File: src/rtl/abr_pkg.sv
package abr_pkg;

	localparam int RATE_W = 30;
	localparam int TIME_W = 32;
	localparam int HELD_W = 15;

	localparam logic [1:0] MODE_NET   = 2'd0;
	localparam logic [1:0] MODE_LOCAL = 2'd1;
	localparam logic [1:0] MODE_TAKE  = 2'd2;

	localparam logic [2:0] REASON_DROP     = 3'd0;
	localparam logic [2:0] REASON_QDELAY   = 3'd1;
	localparam logic [2:0] REASON_INTERVAL = 3'd2;
	localparam logic [2:0] REASON_SEVERE   = 3'd3;
	localparam logic [2:0] REASON_MODERATE = 3'd4;
	localparam logic [2:0] REASON_CLEAN    = 3'd5;

	localparam logic [2:0] IV_SHORT = 3'd2;
	localparam logic [2:0] IV_MID   = 3'd3;
	localparam logic [2:0] IV_LONG  = 3'd5;

	localparam logic [RATE_W-1:0] RESET_MAX_RATE = 30'd20000000;
	localparam logic [RATE_W-1:0] ABS_MIN_RATE   = 30'd2000000;
	localparam logic [RATE_W-1:0] RATE_IV_LONG   = 30'd6000000;
	localparam logic [RATE_W-1:0] RATE_IV_MID    = 30'd10000000;
	localparam logic [30:0]       MIN_STEP       = 31'd500000;

	localparam logic [15:0] LOSS_SEVERE   = 16'd3277;
	localparam logic [15:0] LOSS_MODERATE = 16'd1311;
	localparam logic [15:0] NACK_LIMIT    = 16'd8;
	localparam logic [16:0] RTT_MARGIN    = 17'd20;
	localparam logic [HELD_W-1:0] QDELAY_LONG = 15'd1600;
	localparam logic [HELD_W-1:0] LATE_LONG   = 15'd64;
	localparam logic [HELD_W-1:0] LATE_MID    = 15'd32;
	localparam logic [TIME_W-1:0] COOLDOWN_MS = 32'd1000;
	localparam logic [TIME_W-1:0] RAISE_WAIT_MS = 32'd3000;

	localparam logic [1:0] REFRESH_CYCLES = 2'd3;

	typedef struct packed {
		logic [1:0]  mode;
		logic [31:0] now_ms;
		logic        rtt_present;
		logic [15:0] rtt_ms;
		logic [15:0] loss_q16;
		logic [15:0] nack_count;
		logic        rr_present;
		logic signed [15:0] queue_delay;
		logic signed [15:0] sched_lateness;
		logic [31:0] dropped_total;
	} item_t;

	typedef struct packed {
		logic              decision_present;
		logic [RATE_W-1:0] media_bitrate;
		logic [30:0]       pacing_bitrate;
		logic [2:0]        pacing_interval_ms;
		logic              key_frame_req;
		logic [2:0]        reason_code;
	} result_t;

	function automatic logic [HELD_W-1:0] held_q4(input logic signed [15:0] raw);
		held_q4 = raw[15] ? '0 : raw[HELD_W-1:0];
	endfunction

	function automatic logic [2:0] interval_sel(input logic [HELD_W-1:0] late,
			input logic [RATE_W-1:0] rate);
		if (late >= LATE_LONG && rate <= RATE_IV_LONG)
			interval_sel = IV_LONG;
		else if (late >= LATE_MID && rate <= RATE_IV_MID)
			interval_sel = IV_MID;
		else
			interval_sel = IV_SHORT;
	endfunction

endpackage

File: src/rtl/abr_if.sv
interface abr_in_if;
	logic        valid;
	logic        ready;
	logic [1:0]  mode;
	logic [31:0] now_ms;
	logic        rtt_present;
	logic [15:0] rtt_ms;
	logic [15:0] loss_q16;
	logic [15:0] nack_count;
	logic        rr_present;
	logic signed [15:0] queue_delay;
	logic signed [15:0] sched_lateness;
	logic [31:0] dropped_total;

	modport source (output valid, mode, now_ms, rtt_present, rtt_ms, loss_q16,
		nack_count, rr_present, queue_delay, sched_lateness, dropped_total,
		input ready);
	modport sink (input valid, mode, now_ms, rtt_present, rtt_ms, loss_q16,
		nack_count, rr_present, queue_delay, sched_lateness, dropped_total,
		output ready);
endinterface

interface abr_out_if;
	logic        valid;
	logic        ready;
	logic        decision_present;
	logic [29:0] media_bitrate;
	logic [30:0] pacing_bitrate;
	logic [2:0]  pacing_interval_ms;
	logic        key_frame_req;
	logic [2:0]  reason_code;

	modport source (output valid, decision_present, media_bitrate, pacing_bitrate,
		pacing_interval_ms, key_frame_req, reason_code, input ready);
	modport sink (input valid, decision_present, media_bitrate, pacing_bitrate,
		pacing_interval_ms, key_frame_req, reason_code, output ready);
endinterface

File: src/rtl/abr_div20.sv
module abr_div20 (
	input  logic        clk,
	input  logic [34:0] x,
	output logic [30:0] q
);

	logic [32:0] y;
	logic [16:0] a;
	logic [15:0] b;
	logic [17:0] s;
	logic [35:0] prod_s;
	logic [30:0] prod_a_s2;
	logic [15:0] prod_s_s2;

	// x/20 = (x/4)/5; with y = a*65536 + b, y/5 = a*13107 + (a + b)/5
	assign y      = x[34:2];
	assign a      = y[32:16];
	assign b      = y[15:0];
	assign s      = {1'b0, a} + {2'b0, b};
	assign prod_s = {18'b0, s} * 36'd209716;

	always_ff @(posedge clk) begin
		prod_a_s2 <= {14'b0, a} * 31'd13107;
		prod_s_s2 <= prod_s[35:20];
	end

	assign q = prod_a_s2 + {15'b0, prod_s_s2};

endmodule

File: src/rtl/abr_scale.sv
module abr_scale (
	input  logic                       clk,
	input  logic [abr_pkg::RATE_W-1:0] rate,
	input  logic [abr_pkg::RATE_W-1:0] max_rate,
	output logic [abr_pkg::RATE_W-1:0] dec85,
	output logic [abr_pkg::RATE_W-1:0] dec90,
	output logic [abr_pkg::RATE_W-1:0] inc_rate
);

	logic [34:0] x85_s1;
	logic [34:0] x90_s1;
	logic [34:0] x5_s1;
	logic [abr_pkg::RATE_W-1:0] rate_s1;
	logic [abr_pkg::RATE_W-1:0] max_s1;
	logic [abr_pkg::RATE_W-1:0] rate_s2;
	logic [abr_pkg::RATE_W-1:0] max_s2;
	logic [30:0] q85;
	logic [30:0] q90;
	logic [30:0] q5;
	logic [30:0] step;
	logic [30:0] sum;
	logic [abr_pkg::RATE_W-1:0] dec85_s3;
	logic [abr_pkg::RATE_W-1:0] dec90_s3;
	logic [abr_pkg::RATE_W-1:0] inc_s3;

	// round-half-up: r*85/100 -> (17r+10)/20, r*90/100 -> (18r+10)/20, r*5/100 -> (r+10)/20
	always_ff @(posedge clk) begin
		x85_s1  <= {1'b0, rate, 4'b0} + {5'b0, rate} + 35'd10;
		x90_s1  <= {1'b0, rate, 4'b0} + {4'b0, rate, 1'b0} + 35'd10;
		x5_s1   <= {5'b0, rate} + 35'd10;
		rate_s1 <= rate;
		max_s1  <= max_rate;
		rate_s2 <= rate_s1;
		max_s2  <= max_s1;
	end

	abr_div20 u_div85 (.clk(clk), .x(x85_s1), .q(q85));
	abr_div20 u_div90 (.clk(clk), .x(x90_s1), .q(q90));
	abr_div20 u_div5  (.clk(clk), .x(x5_s1),  .q(q5));

	assign step = (q5 < abr_pkg::MIN_STEP) ? abr_pkg::MIN_STEP : q5;
	assign sum  = {1'b0, rate_s2} + step;

	always_ff @(posedge clk) begin
		dec85_s3 <= q85[abr_pkg::RATE_W-1:0];
		dec90_s3 <= q90[abr_pkg::RATE_W-1:0];
		inc_s3   <= (sum > {1'b0, max_s2}) ? max_s2 : sum[abr_pkg::RATE_W-1:0];
	end

	assign dec85    = dec85_s3;
	assign dec90    = dec90_s3;
	assign inc_rate = inc_s3;

endmodule

File: src/rtl/abr_core.sv
module abr_core (
	input  logic                       clk,
	input  logic                       arst_n,
	input  logic                       cfg_we,
	input  logic [abr_pkg::RATE_W-1:0] cfg_wdata,
	input  logic                       fire,
	input  abr_pkg::item_t             item,
	output abr_pkg::result_t           result,
	output logic                       busy
);

	logic [abr_pkg::RATE_W-1:0] rate_q;
	logic [abr_pkg::RATE_W-1:0] max_q;
	logic [1:0]  clean_q;
	logic [31:0] last_dec_q;
	logic        dec_ever_q;
	logic [15:0] prev_rtt_q;
	logic        prev_rtt_vld_q;
	logic [31:0] prev_drop_q;
	logic [abr_pkg::HELD_W-1:0] late_q;
	logic        pend_vld_q;
	logic [abr_pkg::RATE_W-1:0] pend_rate_q;
	logic [2:0]  pend_iv_q;
	logic        pend_key_q;
	logic [2:0]  pend_reason_q;
	logic [1:0]  refresh_q;

	logic [abr_pkg::RATE_W-1:0] dec85;
	logic [abr_pkg::RATE_W-1:0] dec90;
	logic [abr_pkg::RATE_W-1:0] inc_rate;
	logic [abr_pkg::RATE_W-1:0] min_rate;
	logic [31:0] dt;
	logic        cool;
	logic        raise_wait;
	logic        growth;
	logic [1:0]  clean_inc;
	logic [abr_pkg::HELD_W-1:0] qd_new;
	logic [abr_pkg::HELD_W-1:0] late_new;

	logic        pub_en;
	logic [abr_pkg::RATE_W-1:0] pub_rate;
	logic        pub_key;
	logic [2:0]  pub_reason;
	logic        mark;
	logic        take_hit;
	logic [1:0]  clean_d;
	logic        rtt_upd;
	logic        local_upd;
	logic        drop_upd;
	logic [abr_pkg::HELD_W-1:0] late_d;
	logic [2:0]  iv_pub;
	logic [abr_pkg::RATE_W-1:0] r_lo;
	logic [abr_pkg::RATE_W-1:0] r_cl;
	logic        pub_write;

	abr_scale u_scale (
		.clk      (clk),
		.rate     (rate_q),
		.max_rate (max_q),
		.dec85    (dec85),
		.dec90    (dec90),
		.inc_rate (inc_rate)
	);

	assign min_rate   = (max_q < abr_pkg::ABS_MIN_RATE) ? max_q : abr_pkg::ABS_MIN_RATE;
	assign dt         = item.now_ms - last_dec_q;
	assign cool       = !dec_ever_q || (dt >= abr_pkg::COOLDOWN_MS);
	assign raise_wait = dec_ever_q && (dt < abr_pkg::RAISE_WAIT_MS);
	assign growth     = item.rtt_present && prev_rtt_vld_q &&
		({1'b0, item.rtt_ms} > ({1'b0, prev_rtt_q} + abr_pkg::RTT_MARGIN)) &&
		({1'b0, item.rtt_ms, 1'b0} > ({2'b0, prev_rtt_q} + {1'b0, prev_rtt_q, 1'b0}));
	assign clean_inc  = (clean_q == 2'd3) ? 2'd3 : clean_q + 2'd1;
	assign qd_new     = abr_pkg::held_q4(item.queue_delay);
	assign late_new   = abr_pkg::held_q4(item.sched_lateness);

	always_comb begin
		pub_en     = 1'b0;
		pub_rate   = rate_q;
		pub_key    = 1'b0;
		pub_reason = abr_pkg::REASON_DROP;
		mark       = 1'b0;
		take_hit   = 1'b0;
		clean_d    = clean_q;
		rtt_upd    = 1'b0;
		local_upd  = 1'b0;
		drop_upd   = 1'b0;
		late_d     = late_q;
		if (fire) begin
			case (item.mode)
				abr_pkg::MODE_NET: begin
					rtt_upd = item.rtt_present;
					if (item.loss_q16 >= abr_pkg::LOSS_SEVERE) begin
						clean_d = 2'd0;
						if (cool) begin
							mark       = 1'b1;
							pub_en     = 1'b1;
							pub_rate   = dec85;
							pub_reason = abr_pkg::REASON_SEVERE;
						end
					end else if (item.loss_q16 >= abr_pkg::LOSS_MODERATE ||
							item.nack_count >= abr_pkg::NACK_LIMIT || growth) begin
						clean_d = 2'd0;
						if (cool) begin
							mark       = 1'b1;
							pub_en     = 1'b1;
							pub_rate   = dec90;
							pub_reason = abr_pkg::REASON_MODERATE;
						end
					end else if (item.rr_present) begin
						if (clean_inc != 2'd3 || rate_q >= max_q || raise_wait) begin
							clean_d = clean_inc;
						end else begin
							clean_d    = 2'd0;
							pub_en     = 1'b1;
							pub_rate   = inc_rate;
							pub_reason = abr_pkg::REASON_CLEAN;
						end
					end
				end
				abr_pkg::MODE_LOCAL: begin
					local_upd = 1'b1;
					late_d    = late_new;
					if (item.dropped_total > prev_drop_q) begin
						drop_upd = 1'b1;
						clean_d  = 2'd0;
						if (cool) begin
							mark       = 1'b1;
							pub_en     = 1'b1;
							pub_rate   = dec85;
							pub_key    = 1'b1;
							pub_reason = abr_pkg::REASON_DROP;
						end
					end else if (qd_new >= abr_pkg::QDELAY_LONG && cool) begin
						clean_d    = 2'd0;
						mark       = 1'b1;
						pub_en     = 1'b1;
						pub_rate   = dec90;
						pub_reason = abr_pkg::REASON_QDELAY;
					end else if (abr_pkg::interval_sel(late_new, rate_q) !=
							abr_pkg::interval_sel(late_q, rate_q)) begin
						pub_en     = 1'b1;
						pub_reason = abr_pkg::REASON_INTERVAL;
					end
				end
				abr_pkg::MODE_TAKE: begin
					take_hit = pend_vld_q;
				end
				default: begin
				end
			endcase
		end
	end

	assign iv_pub    = abr_pkg::interval_sel(late_d, rate_q);
	assign r_lo      = (pub_rate < min_rate) ? min_rate : pub_rate;
	assign r_cl      = (r_lo > max_q) ? max_q : r_lo;
	assign pub_write = pub_en &&
		!(r_cl == rate_q && pend_vld_q && pend_iv_q == iv_pub && !pub_key);

	always_ff @(posedge clk or negedge arst_n) begin
		if (!arst_n) begin
			rate_q         <= abr_pkg::RESET_MAX_RATE;
			max_q          <= abr_pkg::RESET_MAX_RATE;
			clean_q        <= 2'd0;
			last_dec_q     <= '0;
			dec_ever_q     <= 1'b0;
			prev_rtt_q     <= '0;
			prev_rtt_vld_q <= 1'b0;
			prev_drop_q    <= '0;
			late_q         <= '0;
			pend_vld_q     <= 1'b0;
			pend_rate_q    <= '0;
			pend_iv_q      <= abr_pkg::IV_SHORT;
			pend_key_q     <= 1'b0;
			pend_reason_q  <= abr_pkg::REASON_DROP;
			refresh_q      <= abr_pkg::REFRESH_CYCLES;
		end else begin
			clean_q <= clean_d;
			if (mark) begin
				last_dec_q <= item.now_ms;
				dec_ever_q <= 1'b1;
			end
			if (rtt_upd) begin
				prev_rtt_q     <= item.rtt_ms;
				prev_rtt_vld_q <= 1'b1;
			end
			if (drop_upd)
				prev_drop_q <= item.dropped_total;
			if (local_upd)
				late_q <= late_new;
			if (take_hit)
				pend_vld_q <= 1'b0;
			if (pub_write) begin
				pend_vld_q    <= 1'b1;
				pend_rate_q   <= r_cl;
				pend_iv_q     <= iv_pub;
				pend_key_q    <= pub_key;
				pend_reason_q <= pub_reason;
			end
			// hold items until the scaled rates follow the new rate
			if (cfg_we) begin
				max_q     <= cfg_wdata;
				rate_q    <= cfg_wdata;
				refresh_q <= abr_pkg::REFRESH_CYCLES;
			end else if (pub_write) begin
				rate_q    <= r_cl;
				refresh_q <= abr_pkg::REFRESH_CYCLES;
			end else if (refresh_q != 2'd0) begin
				refresh_q <= refresh_q - 2'd1;
			end
		end
	end

	assign busy = (refresh_q != 2'd0);

	always_comb begin
		result                    = '0;
		result.pacing_interval_ms = abr_pkg::IV_SHORT;
		if (take_hit) begin
			result.decision_present   = 1'b1;
			result.media_bitrate      = pend_rate_q;
			result.pacing_bitrate     = {pend_rate_q, 1'b0};
			result.pacing_interval_ms = pend_iv_q;
			result.key_frame_req      = pend_key_q;
			result.reason_code        = pend_reason_q;
		end
	end

endmodule

File: src/rtl/adaptive_bitrate_controller_top.sv
// An accepted item waits in the input register; when not held it fires and its result is registered.
// Throughput: one item per cycle unless held or stalled; after an item that publishes a decision,
// or a max_bitrate write, items are held while the pipelined x0.85 / x0.90 / +5% rate scalers refresh.
// A waiting result stalls the input only once the input register also holds an item.
// Reset (arst_n low, asynchronous): rate and max_bitrate at 20 Mbps, no pending decision,
// pending interval 2 ms; items are held after reset until the rate scalers have refreshed.
module adaptive_bitrate_controller_top (
	input  logic        clk,
	input  logic        arst_n,
	input  logic        max_bitrate_we,
	input  logic [29:0] max_bitrate_wdata,
	abr_in_if.sink      report,
	abr_out_if.source   decision
);

	logic              s1_vld_q;
	abr_pkg::item_t    item_s1;
	logic              out_vld_q;
	abr_pkg::result_t  result_q;
	abr_pkg::result_t  result;
	logic              busy;
	logic              fire;
	logic              in_take;

	assign fire    = s1_vld_q && !busy && (!out_vld_q || decision.ready);
	assign in_take = report.valid && report.ready;
	assign report.ready = !s1_vld_q || fire;

	always_ff @(posedge clk or negedge arst_n) begin
		if (!arst_n) begin
			s1_vld_q  <= 1'b0;
			out_vld_q <= 1'b0;
		end else begin
			if (in_take)
				s1_vld_q <= 1'b1;
			else if (fire)
				s1_vld_q <= 1'b0;
			if (fire)
				out_vld_q <= 1'b1;
			else if (decision.ready)
				out_vld_q <= 1'b0;
		end
	end

	always_ff @(posedge clk) begin
		if (in_take) begin
			item_s1.mode           <= report.mode;
			item_s1.now_ms         <= report.now_ms;
			item_s1.rtt_present    <= report.rtt_present;
			item_s1.rtt_ms         <= report.rtt_ms;
			item_s1.loss_q16       <= report.loss_q16;
			item_s1.nack_count     <= report.nack_count;
			item_s1.rr_present     <= report.rr_present;
			item_s1.queue_delay    <= report.queue_delay;
			item_s1.sched_lateness <= report.sched_lateness;
			item_s1.dropped_total  <= report.dropped_total;
		end
		if (fire)
			result_q <= result;
	end

	abr_core u_core (
		.clk       (clk),
		.arst_n    (arst_n),
		.cfg_we    (max_bitrate_we),
		.cfg_wdata (max_bitrate_wdata),
		.fire      (fire),
		.item      (item_s1),
		.result    (result),
		.busy      (busy)
	);

	assign decision.valid              = out_vld_q;
	assign decision.decision_present   = result_q.decision_present;
	assign decision.media_bitrate      = result_q.media_bitrate;
	assign decision.pacing_bitrate     = result_q.pacing_bitrate;
	assign decision.pacing_interval_ms = result_q.pacing_interval_ms;
	assign decision.key_frame_req      = result_q.key_frame_req;
	assign decision.reason_code        = result_q.reason_code;

endmodule

File: src/flat_wrapper.sv
// flat-port wrapper written by rule: the top's interface ports become plain ports
module adaptive_bitrate_controller_top_flat 
  (clk, arst_n, max_bitrate_we, max_bitrate_wdata, report_valid, report_mode, report_now_ms, report_rtt_present, report_rtt_ms, report_loss_q16, report_nack_count, report_rr_present, report_queue_delay, report_sched_lateness, report_dropped_total, report_ready, decision_valid, decision_decision_present, decision_media_bitrate, decision_pacing_bitrate, decision_pacing_interval_ms, decision_key_frame_req, decision_reason_code, decision_ready);
  abr_in_if report_i ();
  abr_out_if decision_i ();
  input  logic clk;
  input  logic arst_n;
  input  logic max_bitrate_we;
  input  logic [29:0] max_bitrate_wdata;
  input wire logic [$bits(report_i.valid)-1:0] report_valid;
  input wire logic [$bits(report_i.mode)-1:0] report_mode;
  input wire logic [$bits(report_i.now_ms)-1:0] report_now_ms;
  input wire logic [$bits(report_i.rtt_present)-1:0] report_rtt_present;
  input wire logic [$bits(report_i.rtt_ms)-1:0] report_rtt_ms;
  input wire logic [$bits(report_i.loss_q16)-1:0] report_loss_q16;
  input wire logic [$bits(report_i.nack_count)-1:0] report_nack_count;
  input wire logic [$bits(report_i.rr_present)-1:0] report_rr_present;
  input wire logic [$bits(report_i.queue_delay)-1:0] report_queue_delay;
  input wire logic [$bits(report_i.sched_lateness)-1:0] report_sched_lateness;
  input wire logic [$bits(report_i.dropped_total)-1:0] report_dropped_total;
  output wire logic [$bits(report_i.ready)-1:0] report_ready;
  output wire logic [$bits(decision_i.valid)-1:0] decision_valid;
  output wire logic [$bits(decision_i.decision_present)-1:0] decision_decision_present;
  output wire logic [$bits(decision_i.media_bitrate)-1:0] decision_media_bitrate;
  output wire logic [$bits(decision_i.pacing_bitrate)-1:0] decision_pacing_bitrate;
  output wire logic [$bits(decision_i.pacing_interval_ms)-1:0] decision_pacing_interval_ms;
  output wire logic [$bits(decision_i.key_frame_req)-1:0] decision_key_frame_req;
  output wire logic [$bits(decision_i.reason_code)-1:0] decision_reason_code;
  input wire logic [$bits(decision_i.ready)-1:0] decision_ready;
  assign report_i.valid = report_valid;
  assign report_i.mode = report_mode;
  assign report_i.now_ms = report_now_ms;
  assign report_i.rtt_present = report_rtt_present;
  assign report_i.rtt_ms = report_rtt_ms;
  assign report_i.loss_q16 = report_loss_q16;
  assign report_i.nack_count = report_nack_count;
  assign report_i.rr_present = report_rr_present;
  assign report_i.queue_delay = report_queue_delay;
  assign report_i.sched_lateness = report_sched_lateness;
  assign report_i.dropped_total = report_dropped_total;
  assign report_ready = report_i.ready;
  assign decision_valid = decision_i.valid;
  assign decision_decision_present = decision_i.decision_present;
  assign decision_media_bitrate = decision_i.media_bitrate;
  assign decision_pacing_bitrate = decision_i.pacing_bitrate;
  assign decision_pacing_interval_ms = decision_i.pacing_interval_ms;
  assign decision_key_frame_req = decision_i.key_frame_req;
  assign decision_reason_code = decision_i.reason_code;
  assign decision_i.ready = decision_ready;
  adaptive_bitrate_controller_top u_core (.clk(clk), .arst_n(arst_n), .max_bitrate_we(max_bitrate_we), .max_bitrate_wdata(max_bitrate_wdata), .report(report_i), .decision(decision_i));
endmodule
File: config.mk
export PLATFORM = sky130hd
export DESIGN_NAME = adaptive_bitrate_controller_top_flat
export DESIGN_NICKNAME = d
export VERILOG_FILES = /design/src/rtl/abr_pkg.sv /design/src/rtl/abr_if.sv /design/src/rtl/abr_div20.sv /design/src/rtl/abr_scale.sv /design/src/rtl/abr_core.sv /design/src/rtl/adaptive_bitrate_controller_top.sv /design/src/flat_wrapper.sv
export SDC_FILE = /design/constraint.sdc
export NUM_CORES = 2
export LEC_CHECK = 0
export BUFFER_PORTS_ARGS = -buffer_cell sky130_fd_sc_hd__clkbuf_2
export CAP_MARGIN = 20
export CORE_ASPECT_RATIO = 1.4
export CORE_MARGIN = 1
export CORE_UTILIZATION = 40
export DETAILED_ROUTE_END_ITERATION = 16
export GPL_TIMING_DRIVEN = 0
export PLACE_DENSITY = 0.57
export SLEW_MARGIN = 20
export SYNTH_ARGS = -nofsm -noshare
export SYNTH_HDL_FRONTEND = slang
export SYNTH_SLANG_ARGS = --single-unit
export TNS_END_PERCENT = 100
File: constraint.sdc
create_clock -name clk -period 12.5 [get_ports clk]
set_clock_uncertainty 0.05 [all_clocks]
set_input_delay 0 -clock clk [delete_from_list [all_inputs] [get_ports clk]]
set_output_delay 0 -clock clk [all_outputs]
set_load 0.005 [all_outputs]
==> impl_metrics.yaml <==
status:
  status: "finished with violations"
  violations: "setup timing"
yosys:
  synthMuxAreaShare_pct: 2.054
  postSynthAreaPerCell_um2: 9.794
  yosysSeqAreaShare_pct: 27.33
  async_reset_ff_share_pct: 24.23
  ys_types: 101
  syn_area_um2: 69250
  yosys.area.top_type: "ha_1"
  synthAdderAreaFrac_pct: 35.51
  synth-seq-cells: 809
  synth.top_cells.by_count: "ha_1 (1189), inv_1 (1031), fa_1 (485)"
  synth_compound_area_share_pct: 12.97
  synthCells: 7070
  synth_top_area_share_pct: 21.48
  synth_edf_count: 172
  ys_warn_count: 0
  synth_xor_area_share_pct: 4.870
  synth_ff_type: "dfxtp_1"
  synth_area_leaders: "ha_1 (21%), fa_1 (14%), dfxtp_1 (13%)"
  synth.most_common_cell: "ha_1"
  synth_top_family_by_area: "adder cells"
  synth_simple_gate_area_share_pct: 10.41
placed_design:
  place_inst: 9607
  io_buffers: 238
  hpwlAfterDp_um: 192900
  place_congestion: 1.010
critical_path:
  cp_max_fo: 7
  crit_type: "reg2reg"
  crit_required_ps: 13050
  crit_top_cell: "o21a_1"
  max_stage_delay_ps: 530
  critPathSlowestCell: "a2111o_2"
  cp-start-kind: "flop"
  critPathCaptureType: "flop"
  cp_data_arrival_time_ps: 14090
timing:
  hold_viol: 0
  fin_crit_sh_pct: 108.3
  rsz0062_at_grt: "yes"
  fin_ws_ps: -1041
  tightest_slew_ps: 1283
  final-max-slew-violation-count: 0
  fmax_ghz: 0.07385
  hold_ws_ps: 63.24
  setup_viol: 70
  relSlewSlack_pct: 14.48
  finalCriticalPeriod_ps: 13540
floorplan:
  die_y_um: 494.3
  ios: 254
  dieArea_um2: 174800
  die_x_um: 353.6
  initial_core_util_pct: 40.30
  coreArea_um2: 171800
  rows: 180
cts:
  clkSinkCount: 809
  cts_buffers: 89
  clockBufferDepth: 3
  cts_htree_levels: 3
  clkTransAtPathRegs_ps: 60
  cts_tree: "built"
  root_buffer: "clkbuf_16"
  clock_latency_ps: 760
finish:
  fin_nets: 9687
  syn2layout_area_growth_pct: 18.78
  multiInputGateArea_um2: 46760
  seq_area_um2: 18920
  final_util_pct: 47.86
  finish.cell_count_without_fillers: 10190
  n_fill_cell: 16210
  drive_above_1_share_pct: 11.51
grt:
  grt_pass1_vias: 57290
  grt_pass1_wl_um: 358900
  grt_max_degree: 77
  grt_overflow_total: 0
  antenna_found_initial: 20
  track_usage_pct: 27.69
routing:
  drt_iter0_drc: 3641
  wl_per_cell_um: 23.89
  vias: 55380
  ant_nets: 0
  drc: 0
  wl_um: 243400
  drtPass1Iterations: 7
  vias_per_cell: 5.435
job:
  maxCapViolations: 0
worst_hold_path:
  hp-class: "in2reg"
-- path summary, 6_finish.rpt --
| path | startpoint | to | slack, ps | depth (start not counted) |
|---|---|---|---|---|
| min in group asynchronous | arst_n | u_core.u_core.prev_drop_q[25] | 410 | 4 |
| max in group asynchronous | arst_n | u_core.u_core.refresh_q[1] | 11250 | 5 |
| worst max-delay path | u_core.u_core.prev_rtt_q[2] | u_core.u_core.pend_rate_q[7] | -1040 | 67 |
| worst min register to register | u_core.u_core.u_scale.rate_s1[1] | u_core.u_core.u_scale.rate_s2[1] | 270 | 0 |
| worst max register to register | u_core.u_core.prev_rtt_q[2] | u_core.u_core.pend_rate_q[7] | -1040 | 67 |
| worst min-delay path | max_bitrate_wdata[25] | u_core.u_core.max_q[25] | 60 | 4 |
-- worst max-delay path, delay by kind of cell, from the launching register on --
kind | cells | cell delay, ps
AOI/OAI and AO/OA | 31 | 6670
and+or+nand+nor | 16 | 2720
buffers and inverters | 13 | 1690
adders and majority gates | 4 | 1070
muxes | 3 | 720
DFF | 1 | 450
-- flip-flops by register name (all words and copies together), names as in the netlist, 32 cells and up --
| register | flops |
|---|---|
| u_core.u_core.last_dec_q | 32 |
| u_core.u_core.u_scale.x85_s1 | 34 |
| u_core.u_core.u_scale.x90_s1 | 33 |
| u_core.u_core.prev_drop_q | 32 |
| u_core.item_s1 | 134 |
-- final cells by class --
cell class / count / share of cell area, %
multi-input cells: 5054 / 56.85
well taps: 2275 / 3.461
clock buffers: 124 / 3.170
diodes: 8 / 0.02434
inverters: 1032 / 4.719
repair buffers: 668 / 6.868
plain buffers: 176 / 1.273
flip-flops and latches: 809 / 23.01
clock inverters: 43 / 0.6267
-- cells in the final DEF (no fill, tap or decap), types with 21 or more instances in the layout --
cell type	synthesis	final
edfxtp_1	172	172
clkbuf_2	0	246
nor2b_1	76	74
nand2b_1	36	36
a21boi_0	66	63
o21bai_1	76	75
dfrtp_1	177	175
o21a_1	76	75
dfxtp_1	441	441
mux2i_1	42	41
nor4_1	59	50
xor2_1	79	79
o21ai_1	13	21
ha_1	1189	1180
nor2_1	400	395
buf_4	33	116
a31oi_1	33	28
nand2_1	348	341
a21oi_1	322	309
and3_1	58	56
nand3_1	170	164
clkbuf_1	115	110
nand4_1	66	66
a211oi_1	39	35
a22oi_1	27	23
inv_1	1031	1029
o21ai_0	300	265
dlygate4sd3_1	0	307
or3_1	32	31
and2_1	35	31
fa_1	485	485
o211ai_1	36	36
mux2_2	78	78
a21o_1	107	105
xnor2_1	306	306
o22ai_1	28	25
or2_2	24	23
clkbuf_16	0	103
nor3_1	128	120
-- per-layer routing --
layer  up-vias  global-route usage [%]  share of wire [%]  routed length [um]
met3       651                   3.724                5.0               12050
met5         -                       0              0.029                  71
met1     27060                   30.75                 38               91530
met2      1695                   48.89                 49              119300
met4        12                   19.15                8.4               20470
li1      25960                       -                  -                   -
-- metrics by stage --
stage	setup slack [ps]	setup TNS (ps)	instance area [um2]
after floorplan	7.722	0	69280
after global placement	-7171	-488940	73320
after detailed placement	-6497	-441540	73650
after CTS	-1330	-78850	81360
after global routing	-1307	-83460	82240
final	-1041	-64300	82250
-- timing repair --
item,CTS,global route
cloned,1,5
hold buffers,308,0
setup buffers,67,33
hold endpoints to repair,380,0
pin swaps,48,70
setup endpoints to repair,70,100
gates resized for setup,222,121
-- kinds of logic (layout without fill, tap and decap cells) --
| kind of cell | Yosys count | count (layout) |
|---|---|---|
| fa+ha+maj | 1674 | 1674 |
| simple gates | 1490 | 1490 |
| compound gates | 1364 | 1364 |
| buf+inv | 1215 | 2043 |
| flops | 809 | 809 |
| xor+xnor | 385 | 385 |
| mux | 131 | 131 |
| other cells | 2 | 18 |
Power is left out: the tool's default activity adds up to more than one toggle a clock period on the data nets, which glitch-free logic cannot reach.
